$ cat src/chm_pkg.sv
// Shared types and constants of the monotone chain convex hull block.
// No dependencies; every other file refers to it by scoped names.
`default_nettype none

package chm_pkg;

  // width of the coordinate fields on the channels
  localparam int unsigned PT_W = 12;

  // datapath operations, one per controller state
  typedef enum logic [4:0] {
    OP_LOAD,
    OP_SORT_INIT,
    OP_SORT_RD,
    OP_SORT_LD,
    OP_SORT_CMP,
    OP_SORT_WR,
    OP_DED_INIT,
    OP_DED_RD,
    OP_DED_PR,
    OP_CH_INIT,
    OP_CH_RD,
    OP_CH_LD,
    OP_CH_SIDE,
    OP_UP_CHK,
    OP_UP_WAIT,
    OP_UP_POP,
    OP_UP_RLD,
    OP_UP_PUSH,
    OP_LO_CHK,
    OP_LO_WAIT,
    OP_LO_POP,
    OP_LO_RLD,
    OP_LO_PUSH,
    OP_NEXT,
    OP_EM_FIRST,
    OP_EM_FIRST_OUT,
    OP_EM_RD,
    OP_EM_OUT,
    OP_NO_EDGE
  } chm_op_e;

  // datapath status towards the controller
  typedef struct packed {
    logic last_acc;   // beat carrying the last point taken
    logic sort_end;   // insertion sort walked all points
    logic gt;         // fetched point above the one being inserted
    logic j_one;      // insertion slot about to reach the bottom
    logic ded_end;    // duplicate removal at its final point
    logic few;        // fewer than two distinct points
    logic ori_done;   // orientation result ready
    logic ori_neg;    // clockwise
    logic ori_pos;    // counter-clockwise
    logic want_up;    // current point joins the upper chain
    logic want_lo;    // current point joins the lower chain
    logic un_ge2;     // upper chain holds two or more points
    logic ln_ge2;     // lower chain holds two or more points
    logic last_i;     // current point is the rightmost one
    logic out_free;   // output register can take a beat
    logic k_last;     // final hull edge
  } chm_sts_t;

endpackage

`default_nettype wire

$ cat src/chm_ctrl.sv
// Controller of the hull block: sequences load, sort, dedup, chain build
// and edge output. Depends on chm_pkg.
`default_nettype none

module chm_ctrl (
  input  wire                 clk_i,
  input  wire                 rst_ni,
  input  chm_pkg::chm_sts_t   sts_i,
  output chm_pkg::chm_op_e    cmd_o
);

  typedef enum logic [4:0] {
    S_LOAD, S_SORT_INIT, S_SORT_RD, S_SORT_LD, S_SORT_CMP, S_SORT_WR,
    S_DED_INIT, S_DED_RD, S_DED_PR,
    S_CH_INIT, S_CH_RD, S_CH_LD, S_CH_SIDE,
    S_UP_CHK, S_UP_WAIT, S_UP_POP, S_UP_RLD, S_UP_PUSH,
    S_LO_CHK, S_LO_WAIT, S_LO_POP, S_LO_RLD, S_LO_PUSH,
    S_NEXT, S_EM_FIRST, S_EM_FIRST_OUT, S_EM_RD, S_EM_OUT, S_NO_EDGE
  } state_e;

  state_e state_q, state_d;

  // next state
  always_comb begin
    state_d = state_q;
    case (state_q)
      S_LOAD:      if (sts_i.last_acc) state_d = S_SORT_INIT;
      S_SORT_INIT: state_d = S_SORT_RD;
      S_SORT_RD:   state_d = sts_i.sort_end ? S_DED_INIT : S_SORT_LD;
      S_SORT_LD:   state_d = S_SORT_CMP;
      S_SORT_CMP:  if (!(sts_i.gt && !sts_i.j_one)) state_d = S_SORT_WR;
      S_SORT_WR:   state_d = S_SORT_RD;
      S_DED_INIT:  state_d = S_DED_RD;
      S_DED_RD:    state_d = S_DED_PR;
      S_DED_PR:    state_d = sts_i.ded_end ? S_CH_INIT : S_DED_RD;
      S_CH_INIT:   state_d = sts_i.few ? S_NO_EDGE : S_CH_RD;
      S_CH_RD:     state_d = S_CH_LD;
      S_CH_LD:     state_d = S_CH_SIDE;
      S_CH_SIDE:   if (sts_i.ori_done) state_d = S_UP_CHK;
      S_UP_CHK: begin
        if (!sts_i.want_up)     state_d = S_LO_CHK;
        else if (!sts_i.un_ge2) state_d = S_UP_PUSH;
        else                    state_d = S_UP_WAIT;
      end
      S_UP_WAIT:   if (sts_i.ori_done) state_d = sts_i.ori_neg ? S_UP_PUSH : S_UP_POP;
      S_UP_POP:    state_d = S_UP_RLD;
      S_UP_RLD:    state_d = S_UP_CHK;
      S_UP_PUSH:   state_d = S_LO_CHK;
      S_LO_CHK: begin
        if (!sts_i.want_lo)     state_d = S_NEXT;
        else if (!sts_i.ln_ge2) state_d = S_LO_PUSH;
        else                    state_d = S_LO_WAIT;
      end
      S_LO_WAIT:   if (sts_i.ori_done) state_d = sts_i.ori_pos ? S_LO_PUSH : S_LO_POP;
      S_LO_POP:    state_d = S_LO_RLD;
      S_LO_RLD:    state_d = S_LO_CHK;
      S_LO_PUSH:   state_d = S_NEXT;
      S_NEXT:      state_d = sts_i.last_i ? S_EM_FIRST : S_CH_RD;
      S_EM_FIRST:  state_d = S_EM_FIRST_OUT;
      S_EM_FIRST_OUT: if (sts_i.out_free) state_d = S_EM_RD;
      S_EM_RD:     state_d = S_EM_OUT;
      S_EM_OUT:    if (sts_i.out_free) state_d = sts_i.k_last ? S_LOAD : S_EM_RD;
      S_NO_EDGE:   if (sts_i.out_free) state_d = S_LOAD;
      default:     state_d = S_LOAD;
    endcase
  end

  // state register
  always_ff @(posedge clk_i or negedge rst_ni) begin
    if (!rst_ni) begin
      state_q <= S_LOAD;
    end else begin
      state_q <= state_d;
    end
  end

  // command decode
  always_comb begin
    case (state_q)
      S_LOAD:         cmd_o = chm_pkg::OP_LOAD;
      S_SORT_INIT:    cmd_o = chm_pkg::OP_SORT_INIT;
      S_SORT_RD:      cmd_o = chm_pkg::OP_SORT_RD;
      S_SORT_LD:      cmd_o = chm_pkg::OP_SORT_LD;
      S_SORT_CMP:     cmd_o = chm_pkg::OP_SORT_CMP;
      S_SORT_WR:      cmd_o = chm_pkg::OP_SORT_WR;
      S_DED_INIT:     cmd_o = chm_pkg::OP_DED_INIT;
      S_DED_RD:       cmd_o = chm_pkg::OP_DED_RD;
      S_DED_PR:       cmd_o = chm_pkg::OP_DED_PR;
      S_CH_INIT:      cmd_o = chm_pkg::OP_CH_INIT;
      S_CH_RD:        cmd_o = chm_pkg::OP_CH_RD;
      S_CH_LD:        cmd_o = chm_pkg::OP_CH_LD;
      S_CH_SIDE:      cmd_o = chm_pkg::OP_CH_SIDE;
      S_UP_CHK:       cmd_o = chm_pkg::OP_UP_CHK;
      S_UP_WAIT:      cmd_o = chm_pkg::OP_UP_WAIT;
      S_UP_POP:       cmd_o = chm_pkg::OP_UP_POP;
      S_UP_RLD:       cmd_o = chm_pkg::OP_UP_RLD;
      S_UP_PUSH:      cmd_o = chm_pkg::OP_UP_PUSH;
      S_LO_CHK:       cmd_o = chm_pkg::OP_LO_CHK;
      S_LO_WAIT:      cmd_o = chm_pkg::OP_LO_WAIT;
      S_LO_POP:       cmd_o = chm_pkg::OP_LO_POP;
      S_LO_RLD:       cmd_o = chm_pkg::OP_LO_RLD;
      S_LO_PUSH:      cmd_o = chm_pkg::OP_LO_PUSH;
      S_NEXT:         cmd_o = chm_pkg::OP_NEXT;
      S_EM_FIRST:     cmd_o = chm_pkg::OP_EM_FIRST;
      S_EM_FIRST_OUT: cmd_o = chm_pkg::OP_EM_FIRST_OUT;
      S_EM_RD:        cmd_o = chm_pkg::OP_EM_RD;
      S_EM_OUT:       cmd_o = chm_pkg::OP_EM_OUT;
      S_NO_EDGE:      cmd_o = chm_pkg::OP_NO_EDGE;
      default:        cmd_o = chm_pkg::OP_LOAD;
    endcase
  end

endmodule

`default_nettype wire

$ cat config.mk
export PLATFORM = sky130hd
export DESIGN_NAME = chm_ctrl
export DESIGN_NICKNAME = d
export VERILOG_FILES = /design/src/chm_pkg.sv /design/src/chm_ctrl.sv
export SDC_FILE = /design/constraint.sdc
export NUM_CORES = 1
export LEC_CHECK = 0
export BUFFER_PORTS_ARGS = -buffer_cell sky130_fd_sc_hd__clkbuf_2
export CORE_MARGIN = 10
export CORE_UTILIZATION = 53
export CTS_BUF_LIST = sky130_fd_sc_hd__clkbuf_4
export DETAILED_ROUTE_END_ITERATION = 7
export PLACE_DENSITY = 0.81
export SYNTH_ARGS = -nofsm -noshare
export SYNTH_HDL_FRONTEND = slang
export SYNTH_SLANG_ARGS = --single-unit
export TNS_END_PERCENT = 1
$ cat constraint.sdc
create_clock -name clk_i -period 2.3 [get_ports clk_i]
set_clock_uncertainty 0.15 [all_clocks]
set_input_delay 0.23 -clock clk_i [delete_from_list [all_inputs] [get_ports clk_i]]
set_output_delay 0.23 -clock clk_i [all_outputs]
set_load 0.01 [all_outputs]
==> results.md <==
- Synth top area share: between 15 and 20%
- Setup TNS: 0 ns
- ANT cells: 0
- Synth Instances: ~110
- Post-Synth XOR/XNOR Area: 0%
- Finish-stage setup viols: 0
- Nets@finish: between 150 and 200
- Biggest register: state_q
- Drt total wl: ~2.5 mm
- PwrDens: around 1300 mW/mm²
- First-pass GRT wire length: 3.94 mm
- Port Buffers: 22
- Synth Area in Compound Gates: between 20 and 30%
- P_leak: 0.461 nW
- Routability cong.: 0.971
- Largest net degree at the start of global routing: 14
- Ys async rst share: 100%
- CP required: 2.29 ns
- Max H-tree Level: 1
- Mapped Nets: 129
- Syn Area/Cell: 7.09 µm²
- Post-DP HPWL: just under 2 mm
- CTS tree: done
- Rel. slew slack: between 60% and 70%
- Setup bufs post-CTS: 0
- Starting Density: around 58%
- Crit Path Category: reg2reg
- Placed cell areas: 921 µm²
- DR vias/cell: between 6 and 7
- Clock root cell: clkbuf_4
- Clk slew on worst S/H paths: 0.04 ns
- Worst-Skew Late Latency: around 0.26 ns
- Antenna viol nets, final: 0
- Highest Signal Layer: met4
- CTS Buf Count: 3
- Main synth FF type: dfrtp_1
- Status: completed
- Number of synthesized register bits: 5
- WHS: 0.177 ns
- Vias in the first global route: roughly 890
- Routed length on met2: between 1 and 1.5 mm
- Post-synth EDFFs: 0
- Max Freq: around 500 MHz
- Vias: between 900 and 1000
- Fin. max-slew vios: 0
- Grt total ovfl: 0
- Critical Path End Type: flop
- Post-synthesis mux area share: under 10%
- Main combinational cell family by area after synthesis: simple AND/OR/NAND/NOR gates
- Metal-1 WL: 982 µm
- Yosys top cell by area: dfrtp_1
- Number of flip-flops in the largest register: 5
- Cell Area, Synth: 787 µm²
- Die area: ~0.0034 mm²
- Post-route cell area: 961 µm²
- Post-synthesis sequential area ratio: about 16%
- Ys Warns: 0
- Sink Count: 5
- Power, Total: around 1.3 mW
- Area grow syn2layout: 22.1%
- WP data arrival: between 2 and 2.5 ns
- Die Wd: 58.5 µm
- Row count: 13
- Commonest cells post-synth: 12 x nor2_1, 10 x nand2_1, 7 x a21oi_1, 7 x o21ai_0, 6 x inv_1
- Max IR drop VDD: 0.695 mV
- # DRC: 0
- Layout cells sized above 1: 30.7%
- Setup crit start kind: flop
- Die Y: between 50 and 60 µm
- Hold Crit Class: in2async
- Crit path max fanout: 13
- RSZ-0062 raised after global routing: no
- Tmin final: roughly 2.1 ns
- Dpl cells: 147
- Post-Synth Simple-Gate Area: ~38%
- Top flop regs: state_q x5
- Hold Fails Final Rpt: 0
- DR WL/cell: about 16 µm
- GRT Overall Usage: between 10% and 20%
- Final worst-path cycle share: slightly below 90%
- Met3 Wirelength: just over 300 µm
- Most common cell in the netlist: nor2_1
- Core area: roughly 0.0014 mm²
- I/O pins: 23
- Max Root-Sink Buffers: 2
- Synth area leaders: dfrtp_1 16%, nor2_1 5.7%, nand2_1 4.8%
- Initial antenna violation count: 0
- Netlist cell types: around 40
- # Max-Cap Violations: 0
- Starting DRT DRC Count: 55
- Fin cells: approximately 150
- Synth Area in Adders: 0%
- Actual slew at the worst max-slew pin: 0.447 ns
- Drt first pass iters: 4
[path summary, 6_finish.rpt]
path | start | endpoint | slack, ns | cells past startpoint
worst min register to register | state_q[1] | state_q[1] | 0.57 | 1
max in group asynchronous | rst_ni | state_q[0] | 1.69 | 2
min in group clk_i | sts_i[1] | state_q[4] | 0.22 | 4
worst max-delay path | state_q[3] | state_q[3] | 0.24 | 5
worst min-delay path | rst_ni | state_q[2] | 0.18 | 2
worst max register to register | state_q[3] | state_q[3] | 0.24 | 5
[routing by layer]
layer,GRT usage [%],vias up
met5,0,-
met4,7.72,0
met3,5.36,8
met2,22.6,69
met1,15.7,446
li1,-,464
[critical path, stage by stage (launching register included)]
cell and delay, ns:
dfrtp_1 0.52, or3b_4 0.48, nor3_2 0.16, a21oi_1 0.08, and3_1 0.22, mux2_4 0.32
[kinds of logic after synthesis]
logic type	Yosys count
DFF	5
buffers and inverters	16
AOI/OAI and AO/OA	32
and+or+nand+nor	53
muxes	5
[cell type report]
type | count | area (µm²)
Clock buffer | 4 | 30.0
Sequential cell | 5 | 125
Tap cell | 15 | 18.8
Multi-Input combinational cell | 90 | 577
Fill cell | 113 | 389
Inverter | 6 | 22.5
Timing Repair Buffer | 32 | 188
[cell usage in the layout, fill, tap and decap left out, types with 2 or more instances in the layout]
master     instances
nand2_1           10
and3_1             3
dfrtp_1            5
mux2i_1            2
inv_1              6
nand4_1            3
o221ai_1           2
and2_1             2
nand3b_1           2
a21oi_1            7
buf_4              9
mux2_4             2
nand2b_1           5
o2111ai_1          2
clkbuf_2          22
clkbuf_4           4
o21ai_0            7
nand3_1            2
nor2b_1            3
a211oi_1           2
nor3_1             4
nor2_1            12
a221oi_1           2
o22ai_1            2
[power breakdown]
group	switching [mW]	leakage (nW)	total (mW)	internal, mW
combinational	0.497	0.380	0.939	0.442
clock	0.0404	0.0184	0.118	0.0776
sequential	0.0925	0.0622	0.225	0.132
total	0.630	0.461	1.28	0.652
[timing repair]
| action | CTS | global route |
|---|---|---|
| endpoints found under the hold margin | 5 | 0 |
| hold buffers | 1 | 0 |
| gates resized for setup | 0 | 0 |
[stage by stage]
stage	util, %	worst slack [ns]
2_1_floorplan	-	0.380
3_3_place_gp	68.2	0.312
3_5_place_dp	68.2	0.281
4_1_cts	71.2	0.272
5_1_grt	71.2	0.154
6_report	71.2	0.243
No activity file was read; power rests on OpenSTA's default activity.
